[src/hw/rtl/fys_pkg.sv]
`default_nettype none

package fys_pkg;

  // field and register widths
  localparam int PCT_W     = 7;
  localparam int LEN_W     = 7;
  localparam int RIDX_W    = 6;
  localparam int POS_W     = 6;
  localparam int SYM_W     = 2;
  localparam int NUM_CLASS = 4;

  // count arithmetic: floor(x / 100) as (x * 5243) >> 19, exact for x below 2**14
  localparam int PROD_W      = 2 * PCT_W;
  localparam int RECIP_W     = 13;
  localparam int QUOT_W      = PROD_W + RECIP_W;
  localparam int RECIP_SHIFT = 19;
  localparam int CNT_W       = QUOT_W - RECIP_SHIFT;
  localparam int BASE_W      = CNT_W + 2;
  localparam logic [RECIP_W-1:0] RECIP_100 = 13'd5243;

  // count sequencer runs over the classes plus a final drain step
  localparam int CALC_W = 3;
  localparam logic [CALC_W-1:0] CALC_LAST = 3'd4;

  // register reset values
  localparam logic [PCT_W-1:0] RST_SEQ_LENGTH = 7'd64;
  localparam logic [PCT_W-1:0] RST_PCT_H      = 7'd50;
  localparam logic [PCT_W-1:0] RST_PCT_P      = 7'd30;
  localparam logic [PCT_W-1:0] RST_PCT_BASIC  = 7'd10;
  localparam logic [PCT_W-1:0] RST_PCT_ACIDIC = 7'd10;

  // register indexes (byte address bits 4:2)
  typedef enum logic [2:0] {
    REG_SEQ_LENGTH = 3'd0,
    REG_PCT_H      = 3'd1,
    REG_PCT_P      = 3'd2,
    REG_PCT_BASIC  = 3'd3,
    REG_PCT_ACIDIC = 3'd4
  } fys_reg_e;

  // symbol classes
  typedef enum logic [SYM_W-1:0] {
    SYM_H     = 2'd0,
    SYM_P     = 2'd1,
    SYM_PLUS  = 2'd2,
    SYM_MINUS = 2'd3
  } fys_sym_e;

  // controller to datapath commands
  typedef struct packed {
    logic              calc_mul;
    logic              calc_div;
    logic [CALC_W-1:0] calc_idx;
    logic              fill;
    logic              load;
    logic              step;
  } fys_cmd_t;

endpackage

`default_nettype wire

[src/hw/rtl/multiset_fisher_yates_shuffle.sv]
// channel    signals                                      direction
// request    start, busy, rand_index_i                    in, busy out
// result     done_o, position_o, symbol_o, last_o,        out
//            range_error_o
// config     psel, penable, pwrite, paddr, pwdata,        in, prdata and
//            prdata, pready                               pready out
//
// a request accepted in the idle state moves the block to the step state, and
// the result is then registered onto done_o, unless a known register is written along with it
// the block is busy in the step state and takes no new request there; the position
// table takes one write per request and the next request reads what that write left
// after reset and after every write to a known register the block stays busy
// while the shared multiplier derives the four class counts
// results are shown for one cycle only; the receiver cannot stall them
`default_nettype none

module multiset_fisher_yates_shuffle import fys_pkg::*; #(
  parameter int MAX_LEN = 64
) (
  input  wire logic              clk_i,
  input  wire logic              rst_ni,
  input  wire logic              start,
  output logic                   busy,
  input  wire logic [RIDX_W-1:0] rand_index_i,
  output logic                   done_o,
  output logic [POS_W-1:0]       position_o,
  output logic [SYM_W-1:0]       symbol_o,
  output logic                   last_o,
  output logic                   range_error_o,
  input  wire logic              psel,
  input  wire logic              penable,
  input  wire logic              pwrite,
  input  wire logic [4:0]        paddr,
  input  wire logic [31:0]       pwdata,
  output logic [31:0]            prdata,
  output logic                   pready
);

  localparam int LEN_CAP   = (MAX_LEN < 127) ? MAX_LEN : 127;
  localparam int TAB_DEPTH = (MAX_LEN < 128) ? MAX_LEN : 128;
  localparam logic [LEN_W-1:0] LEN_CAP_V = LEN_W'(LEN_CAP);

  // configuration registers
  logic [PCT_W-1:0] seq_length_q, pct_h_q, pct_p_q, pct_basic_q, pct_acidic_q;
  logic             cfg_we, restart;
  fys_reg_e         reg_sel;

  assign pready  = 1'b1;
  assign cfg_we  = psel && penable && pwrite && pready;
  assign reg_sel = fys_reg_e'(paddr[4:2]);

  always_ff @(posedge clk_i or negedge rst_ni) begin
    if (!rst_ni) begin
      seq_length_q <= RST_SEQ_LENGTH;
      pct_h_q      <= RST_PCT_H;
      pct_p_q      <= RST_PCT_P;
      pct_basic_q  <= RST_PCT_BASIC;
      pct_acidic_q <= RST_PCT_ACIDIC;
    end else if (cfg_we) begin
      case (reg_sel)
        REG_SEQ_LENGTH: seq_length_q <= pwdata[PCT_W-1:0];
        REG_PCT_H:      pct_h_q      <= pwdata[PCT_W-1:0];
        REG_PCT_P:      pct_p_q      <= pwdata[PCT_W-1:0];
        REG_PCT_BASIC:  pct_basic_q  <= pwdata[PCT_W-1:0];
        REG_PCT_ACIDIC: pct_acidic_q <= pwdata[PCT_W-1:0];
        default: ;
      endcase
    end
  end

  // writes to a known register restart the shuffle
  always_comb begin
    case (reg_sel)
      REG_SEQ_LENGTH, REG_PCT_H, REG_PCT_P, REG_PCT_BASIC, REG_PCT_ACIDIC:
        restart = cfg_we;
      default: restart = 1'b0;
    endcase
  end

  // read back
  always_comb begin
    case (reg_sel)
      REG_SEQ_LENGTH: prdata = 32'(seq_length_q);
      REG_PCT_H:      prdata = 32'(pct_h_q);
      REG_PCT_P:      prdata = 32'(pct_p_q);
      REG_PCT_BASIC:  prdata = 32'(pct_basic_q);
      REG_PCT_ACIDIC: prdata = 32'(pct_acidic_q);
      default:        prdata = '0;
    endcase
  end

  // effective length: zero acts as one, capped at MAX_LEN and never above 127
  logic [LEN_W-1:0] eff_len;

  always_comb begin
    if (seq_length_q == '0) begin
      eff_len = LEN_W'(1);
    end else if (seq_length_q > LEN_CAP_V) begin
      eff_len = LEN_CAP_V;
    end else begin
      eff_len = seq_length_q;
    end
  end

  logic [NUM_CLASS-1:0][PCT_W-1:0] pct;
  assign pct = {pct_acidic_q, pct_basic_q, pct_p_q, pct_h_q};

  fys_cmd_t cmd;

  fys_ctrl u_ctrl (
    .clk_i     (clk_i),
    .rst_ni    (rst_ni),
    .start_i   (start),
    .restart_i (restart),
    .busy_o    (busy),
    .cmd_o     (cmd)
  );

  fys_dp #(
    .TAB_DEPTH (TAB_DEPTH)
  ) u_dp (
    .clk_i         (clk_i),
    .rst_ni        (rst_ni),
    .cmd_i         (cmd),
    .len_i         (eff_len),
    .pct_i         (pct),
    .rand_index_i  (rand_index_i),
    .done_o        (done_o),
    .position_o    (position_o),
    .symbol_o      (symbol_o),
    .last_o        (last_o),
    .range_error_o (range_error_o)
  );

endmodule

`default_nettype wire

[src/hw/rtl/fys_ctrl.sv]
`default_nettype none

module fys_ctrl import fys_pkg::*; (
  input  wire logic clk_i,
  input  wire logic rst_ni,
  input  wire logic start_i,
  input  wire logic restart_i,
  output logic      busy_o,
  output fys_cmd_t  cmd_o
);

  typedef enum logic [3:0] {
    ST_IDLE = 4'b0001,
    ST_CALC = 4'b0010,
    ST_FILL = 4'b0100,
    ST_STEP = 4'b1000
  } fys_state_e;

  fys_state_e        state_q, state_d;
  logic [CALC_W-1:0] cnt_q, cnt_d;

  // next state
  always_comb begin
    state_d = state_q;
    cnt_d   = '0;
    case (state_q)
      ST_CALC: begin
        cnt_d = cnt_q + CALC_W'(1);
        if (cnt_q == CALC_LAST) begin
          state_d = ST_FILL;
        end
      end
      ST_FILL: state_d = ST_IDLE;
      ST_IDLE: begin
        if (start_i) begin
          state_d = ST_STEP;
        end
      end
      ST_STEP: state_d = ST_IDLE;
      default: state_d = ST_CALC;
    endcase
    // a write to a known register recomputes the counts from scratch
    if (restart_i) begin
      state_d = ST_CALC;
      cnt_d   = '0;
    end
  end

  // state registers, counts are derived right after reset
  always_ff @(posedge clk_i or negedge rst_ni) begin
    if (!rst_ni) begin
      state_q <= ST_CALC;
      cnt_q   <= '0;
    end else begin
      state_q <= state_d;
      cnt_q   <= cnt_d;
    end
  end

  // commands
  assign busy_o         = (state_q != ST_IDLE);
  assign cmd_o.calc_mul = (state_q == ST_CALC) && (cnt_q != CALC_LAST);
  assign cmd_o.calc_div = (state_q == ST_CALC) && (cnt_q != '0);
  assign cmd_o.calc_idx = cnt_q;
  assign cmd_o.fill     = (state_q == ST_FILL);
  assign cmd_o.load     = (state_q == ST_IDLE) && start_i;
  assign cmd_o.step     = (state_q == ST_STEP);

endmodule

`default_nettype wire

[src/hw/rtl/fys_dp.sv]
`default_nettype none

module fys_dp import fys_pkg::*; #(
  parameter int TAB_DEPTH = 64
) (
  input  wire logic                            clk_i,
  input  wire logic                            rst_ni,
  input  wire fys_cmd_t                        cmd_i,
  input  wire logic [LEN_W-1:0]                len_i,
  input  wire logic [NUM_CLASS-1:0][PCT_W-1:0] pct_i,
  input  wire logic [RIDX_W-1:0]               rand_index_i,
  output logic                                 done_o,
  output logic [POS_W-1:0]                     position_o,
  output logic [SYM_W-1:0]                     symbol_o,
  output logic                                 last_o,
  output logic                                 range_error_o
);

  localparam int IDX_W = $clog2(TAB_DEPTH);

  // count computation
  logic [PROD_W-1:0] prod_q;
  logic [QUOT_W-1:0] quot;
  logic [CNT_W-1:0]  counts_q [NUM_CLASS];
  logic [CALC_W-1:0] div_idx;

  assign quot    = QUOT_W'(prod_q) * QUOT_W'(RECIP_100);
  assign div_idx = cmd_i.calc_idx - CALC_W'(1);

  always_ff @(posedge clk_i) begin
    if (cmd_i.calc_mul) begin
      prod_q <= PROD_W'(pct_i[cmd_i.calc_idx[1:0]]) * PROD_W'(len_i);
    end
    if (cmd_i.calc_div) begin
      counts_q[div_idx[1:0]] <= quot[QUOT_W-1 -: CNT_W];
    end
  end

  // shortfall spread H P H + H P H - and cumulative class bases
  logic [BASE_W-1:0] sum_all, len_w, short_w, add_h, add_p, add_b;
  logic [BASE_W-1:0] base0_d, base1_d, base2_d;
  logic [BASE_W-1:0] base0_q, base1_q, base2_q;

  always_comb begin
    sum_all = BASE_W'(counts_q[0]) + BASE_W'(counts_q[1])
            + BASE_W'(counts_q[2]) + BASE_W'(counts_q[3]);
    len_w   = BASE_W'(len_i);
    short_w = (len_w > sum_all) ? (len_w - sum_all) : '0;
    add_h   = (short_w + BASE_W'(1)) >> 1;
    add_p   = (short_w + BASE_W'(2)) >> 2;
    add_b   = (short_w + BASE_W'(4)) >> 3;
    base0_d = BASE_W'(counts_q[0]) + add_h;
    base1_d = base0_d + BASE_W'(counts_q[1]) + add_p;
    base2_d = base1_d + BASE_W'(counts_q[2]) + add_b;
  end

  always_ff @(posedge clk_i) begin
    if (cmd_i.fill) begin
      base0_q <= base0_d;
      base1_q <= base1_d;
      base2_q <= base2_d;
    end
  end

  // request capture with clamping against the unfilled count
  logic [LEN_W-1:0] rem_q;
  logic [LEN_W-1:0] r_in, r_clamp, top_in;
  logic [LEN_W-1:0] r_q, top_q;
  logic             err_in, err_q;

  assign r_in    = LEN_W'(rand_index_i);
  assign top_in  = rem_q - LEN_W'(1);
  assign err_in  = (r_in >= rem_q);
  assign r_clamp = err_in ? top_in : r_in;

  always_ff @(posedge clk_i) begin
    if (cmd_i.load) begin
      r_q   <= r_clamp;
      top_q <= top_in;
      err_q <= err_in;
    end
  end

  // position table with written marks; unmarked entries read their own index
  logic [IDX_W-1:0]     table_q [TAB_DEPTH];
  logic [IDX_W-1:0]     rd_a_q, rd_b_q;
  logic [TAB_DEPTH-1:0] marks_q;
  logic                 mark_a_q, mark_b_q;
  logic [IDX_W-1:0]     pos, top_val;
  logic                 fin;

  assign pos     = mark_a_q ? rd_a_q : r_q[IDX_W-1:0];
  assign top_val = mark_b_q ? rd_b_q : top_q[IDX_W-1:0];
  assign fin     = (rem_q == LEN_W'(1));

  always_ff @(posedge clk_i) begin
    if (cmd_i.load) begin
      rd_a_q   <= table_q[r_clamp[IDX_W-1:0]];
      rd_b_q   <= table_q[top_in[IDX_W-1:0]];
      mark_a_q <= marks_q[r_clamp[IDX_W-1:0]];
      mark_b_q <= marks_q[top_in[IDX_W-1:0]];
    end
    if (cmd_i.step) begin
      table_q[r_q[IDX_W-1:0]] <= top_val;
    end
  end

  // marks and unfilled count
  always_ff @(posedge clk_i or negedge rst_ni) begin
    if (!rst_ni) begin
      marks_q <= '0;
      rem_q   <= '0;
    end else if (cmd_i.fill || (cmd_i.step && fin)) begin
      marks_q <= '0;
      rem_q   <= len_i;
    end else if (cmd_i.step) begin
      marks_q[r_q[IDX_W-1:0]] <= 1'b1;
      rem_q                   <= rem_q - LEN_W'(1);
    end
  end

  // symbol from the index of the top unfilled entry
  fys_sym_e sym;

  always_comb begin
    if (BASE_W'(top_q) < base0_q) begin
      sym = SYM_H;
    end else if (BASE_W'(top_q) < base1_q) begin
      sym = SYM_P;
    end else if (BASE_W'(top_q) < base2_q) begin
      sym = SYM_PLUS;
    end else begin
      sym = SYM_MINUS;
    end
  end

  // result registers
  always_ff @(posedge clk_i or negedge rst_ni) begin
    if (!rst_ni) begin
      done_o <= 1'b0;
    end else begin
      done_o <= cmd_i.step;
    end
  end

  always_ff @(posedge clk_i) begin
    if (cmd_i.step) begin
      position_o    <= POS_W'(pos);
      symbol_o      <= sym;
      last_o        <= fin;
      range_error_o <= err_q;
    end
  end

endmodule

`default_nettype wire

[config.mk]
export PLATFORM = sky130hd
export DESIGN_NAME = multiset_fisher_yates_shuffle
export DESIGN_NICKNAME = d
export VERILOG_FILES = /design/src/hw/rtl/fys_pkg.sv /design/src/hw/rtl/multiset_fisher_yates_shuffle.sv /design/src/hw/rtl/fys_ctrl.sv /design/src/hw/rtl/fys_dp.sv
export SDC_FILE = /design/constraint.sdc
export NUM_CORES = 1
export LEC_CHECK = 0
export BUFFER_PORTS_ARGS = -buffer_cell sky130_fd_sc_hd__buf_2
export CORE_MARGIN = 1
export CORE_UTILIZATION = 45
export CTS_CLUSTER_DIAMETER = 80
export CTS_CLUSTER_SIZE = 10
export DETAILED_ROUTE_END_ITERATION = 12
export HOLD_SLACK_MARGIN = 0.15
export PLACE_DENSITY = 0.63
export SYNTH_ARGS = -nofsm -noshare
export SYNTH_HDL_FRONTEND = slang
export SYNTH_SLANG_ARGS = --single-unit
[constraint.sdc]
create_clock -name clk_i -period 11.64 [get_ports clk_i]
set_input_delay 1.164 -clock clk_i [delete_from_list [all_inputs] [get_ports clk_i]]
set_output_delay 1.164 -clock clk_i [all_outputs]
set_load 0.02 [all_outputs]
==> metrics.csv <==
stage,metric,value,unit
worst_setup_path,"reg-to-reg slack, setup",2.11,ns
min_path,classification of the worst-slack hold path,register to register,
sta,RSZ-0062 raised after global routing,false,
clock_tree,CTS sink cnt,612,
place,Placed Cells,4024,
route,number of nets still failing antenna checks after routing,0,
worst_setup_path,WP buf/inv,7,
clock_tree,Inserted Clock Buffers,71,
worst_setup_path,largest driver fanout on the critical path,13,
place,post-place instance area,37660,µm²
route,total number of vias,24330,
grt,via count of the first global-routing pass,24500,
worst_setup_path,RR Endpoint,u_dp.base2_q[9],
clock_tree,post-CTS setup repair buffer count,0,
logic_synthesis,Yosys reg bits,612,
die,effective utilization at floorplan,45.37,%
layout,total number of nets in the final design,3413,
place,buffers added on ports,40,
route,number of vias per cell,5.889,
grt,first-pass GRT wire length,148300,µm
worst_setup_path,startpoint of the most critical register-to-register path,u_dp.counts_q[1][0],
clock_tree,number of H-tree levels,3,
sta,minimum hold slack,0.4258,ns
sta,Slew Limit Headroom,16.14,%
worst_setup_path,cell depth of the worst setup path,35,
grt,pin count of the biggest net entering global routing,83,
die,number of cell rows,104,
clock_tree,TritonCTS clock tree,yes,
worst_setup_path,kind of end point of the critical path,register,
sta,Worst Max-Slew Pin Slew,1.258,ns
layout,Layout fillers,6947,
grt,aggregate global-route resource usage,23.85,%
place,half-perimeter wire length after detailed placement,66610,µm
logic_synthesis,post-synthesis cell type count,75,
worst_setup_path,type of element launching the critical path,register,
logic_synthesis,average cell area after synthesis,12.05,µm²
sta,Tmin final,9.535,ns
layout,fraction of layout cells with a size suffix above 1,13.49,%
worst_setup_path,arrival time of the worst setup path,9.89,ns
flow_run,number of max-cap violations,0,
logic_synthesis,post-synthesis instance area,36490,µm²
route,detailed-router iteration count before antenna repair,6,
die,IO Pins,94,
clock_tree,clock root buffer master,sky130_fd_sc_hd__clkbuf_16,
clock_tree,number of buffers inserted by hold repair at cts,0,
layout,"leading cell types in the layout, fill and taps excluded","498 x sky130_fd_sc_hd__edfxtp_1, 430 x sky130_fd_sc_hd__nand2_1, 294 x sky130_fd_sc_hd__inv_1",
outcome,result of the run,finished clean,
route,number of DRC violations after detailed routing,0,
die,Die Y,286.7,µm
clock_tree,clock network latency to the later pin of the worst-skew pair,0.62,ns
logic_synthesis,most used flip-flop cell after synthesis,sky130_fd_sc_hd__edfxtp_1,
logic_synthesis,area fraction of the dominant cell type after synthesis,40.99,%
layout,"non-filler cells, final",4131,
die,core region area,80420,µm²
worst_setup_path,logic depth of the worst register-to-register path,35,
clock_tree,register clock-pin slew on the reported worst setup and hold paths,0.06,ns
worst_setup_path,Crit path max-delay family,adder cells,
logic_synthesis,cell type with the highest aggregate area in the netlist,sky130_fd_sc_hd__edfxtp_1,
clock_tree,deepest clock path buffer count,3,
grt,initial antenna violation count,7,
die,Die Footprint,82220,µm²
worst_setup_path,source of the critical timing path,u_dp.counts_q[1][0],
logic_synthesis,Area contributors post-synth,"sky130_fd_sc_hd__edfxtp_1 41%, sky130_fd_sc_hd__mux4_2 9.5%, sky130_fd_sc_hd__ha_1 7.2%, sky130_fd_sc_hd__dfrtp_1 6.9%, sky130_fd_sc_hd__fa_1 6.4%",
logic_synthesis,post-synthesis cell count,3029,
sta,final number of hold-violating endpoints,0,
die,die span in x,286.7,µm
grt,overflow left after global routing,0,
min_path,startpoint of the worst hold path,u_dp.err_q,
worst_setup_path,termination of the worst setup path,u_dp.base2_q[9],
place,RePlAce Congestion,0.9203,
sta,maximum achievable frequency,104.9,MHz
route,routed wirelength normalized by instance count,23.51,µm
worst_setup_path,Most Frequent Cell on Critical Path,sky130_fd_sc_hd__fa_1,
clock_tree,post-cts resize count,0,
sta,skew final,0.02538,ns
logic_synthesis,sequential area share after synthesis,48.85,%
route,wire length after detailed routing,97110,µm
worst_setup_path,critical path's largest stage delay,0.71,ns
sta,setup-violating endpoint count in the final report,0,
worst_setup_path,type of the worst setup path,register to register,
logic_synthesis,Yosys warnings,0,
route,Iteration-0 DRC Markers,2633,
worst_setup_path,standard cell with the maximum stage delay on the critical path,sky130_fd_sc_hd__o211ai_1,
logic_synthesis,number of synthesized flops with an enable pin,498,
layout,"commonest non-fill, non-tap cell in the layout",sky130_fd_sc_hd__edfxtp_1,
sta,crit share post-route,81.91,%
layout,synthesis-to-layout area growth,8.837,%
logic_synthesis,fraction of synthesis flops using an asynchronous set or reset pin,18.63,%
worst_setup_path,required time of the critical path,11.99,ns
sta,max-slew violations,0,
sta,Fin Setup TNS,0,ns
layout,Post-Layout Inst Area,39710,µm²
registers in the layout (all words and copies together) (netlist names), 3 cells and up:
| signal | flops |
|---|---|
| pct_acidic_q | 7 |
| pct_basic_q | 7 |
| pct_h_q | 7 |
| pct_p_q | 7 |
| seq_length_q | 7 |
| u_ctrl.cnt_q | 3 |
| u_ctrl.state_q | 4 |
| u_dp.base0_q | 10 |
| u_dp.base1_q | 10 |
| u_dp.base2_q | 10 |
| u_dp.counts_q | 32 |
| u_dp.marks_q | 64 |
| u_dp.position_o | 6 |
| u_dp.prod_q | 14 |
| u_dp.r_q | 6 |
| u_dp.rd_a_q | 6 |
| u_dp.rd_b_q | 6 |
| u_dp.rem_q | 7 |
| u_dp.table_q | 384 |
| u_dp.top_q | 7 |
worst reg2reg max path, delay by kind of cell (launching register included):
family / cells / cell delay (ns)
AOI/OAI and AO/OA: 11 / 2.41
DFF: 1 / 0.42
xor gates and xnor gates: 1 / 0.13
buffers and inverters: 7 / 0.39
and+or+nand+nor: 2 / 0.29
adders and majority gates: 14 / 5.67
layout make-up:
type / instances / area, µm² / share of cell area [%]
Clock inverter: 5 / 91.34 / 0.2300
Timing Repair Buffer: 79 / 495.5 / 1.248
Clock buffer: 101 / 1953 / 4.918
Inverter: 299 / 1125 / 2.833
Multi-Input combinational cell: 1974 / 16890 / 42.53
Tap cell: 1060 / 1326 / 3.340
Sequential cell: 612 / 17830 / 44.89
Antenna cell: 1 / 2.502 / 0.006302
stage by stage:
| step | utilization (%) | setup slack [ns] |
|---|---|---|
| floorplan | - | 2.903 |
| global placement | 46.84 | 2.190 |
| detailed placement | 46.84 | 2.115 |
| CTS | 49.38 | 2.078 |
| global route | 49.38 | 1.593 |
| finish | 49.38 | 2.105 |
kinds of logic after synthesis:
family	share of synthesized area (%)
AO/OA/AOI/OAI	6.324
XOR/XNOR	1.780
AND/OR/NAND/NOR	11.40
buffers and inverters	5.391
flip-flops	48.85
adder cells (fa/ha/maj)	13.60
multiplexers	12.63
other	0.02058
synth_stat cells (all sizes together) (5+ instances only):
library cell,n
a21oi,152
mux2i,52
edfxtp,498
nor2,191
o21ai,35
clkbuf,86
nor3b,5
and2,34
nand3,147
nand2,430
dfrtp,101
a22oi,14
nand3b,6
o21bai,16
xor2,20
o21a,6
a32oi,32
or3,5
nor3,15
a21o,29
o31ai,11
a31oi,13
mux4,154
nand2b,11
a221oi,5
nand4,46
or4,8
nor2b,14
fa,116
dfstp,13
xnor2,52
inv,299
mux2,54
o22ai,12
ha,211
buf,85
metal layers:
metal,share of wire (%),up-vias,global-route usage (%)
met3,7.8,193,4.046
li1,-,10830,-
met2,47,1083,37.94
met5,0,-,0
met1,42,12230,32.90
met4,3.2,0,8.816
worst min-delay path by stage:
stage	end	slack [ns]	cells past startpoint
after detailed placement	u_dp.range_error_o	0.42	0
final	u_dp.range_error_o	0.43	0
after global routing	u_dp.range_error_o	0.44	0
after floorplan	u_dp.range_error_o	0.40	0
after global placement	u_dp.range_error_o	0.41	0
after CTS	u_dp.range_error_o	0.42	0
Power is left out: the tool's default activity adds up to more than one toggle a clock period on the data nets, which glitch-free logic cannot reach.
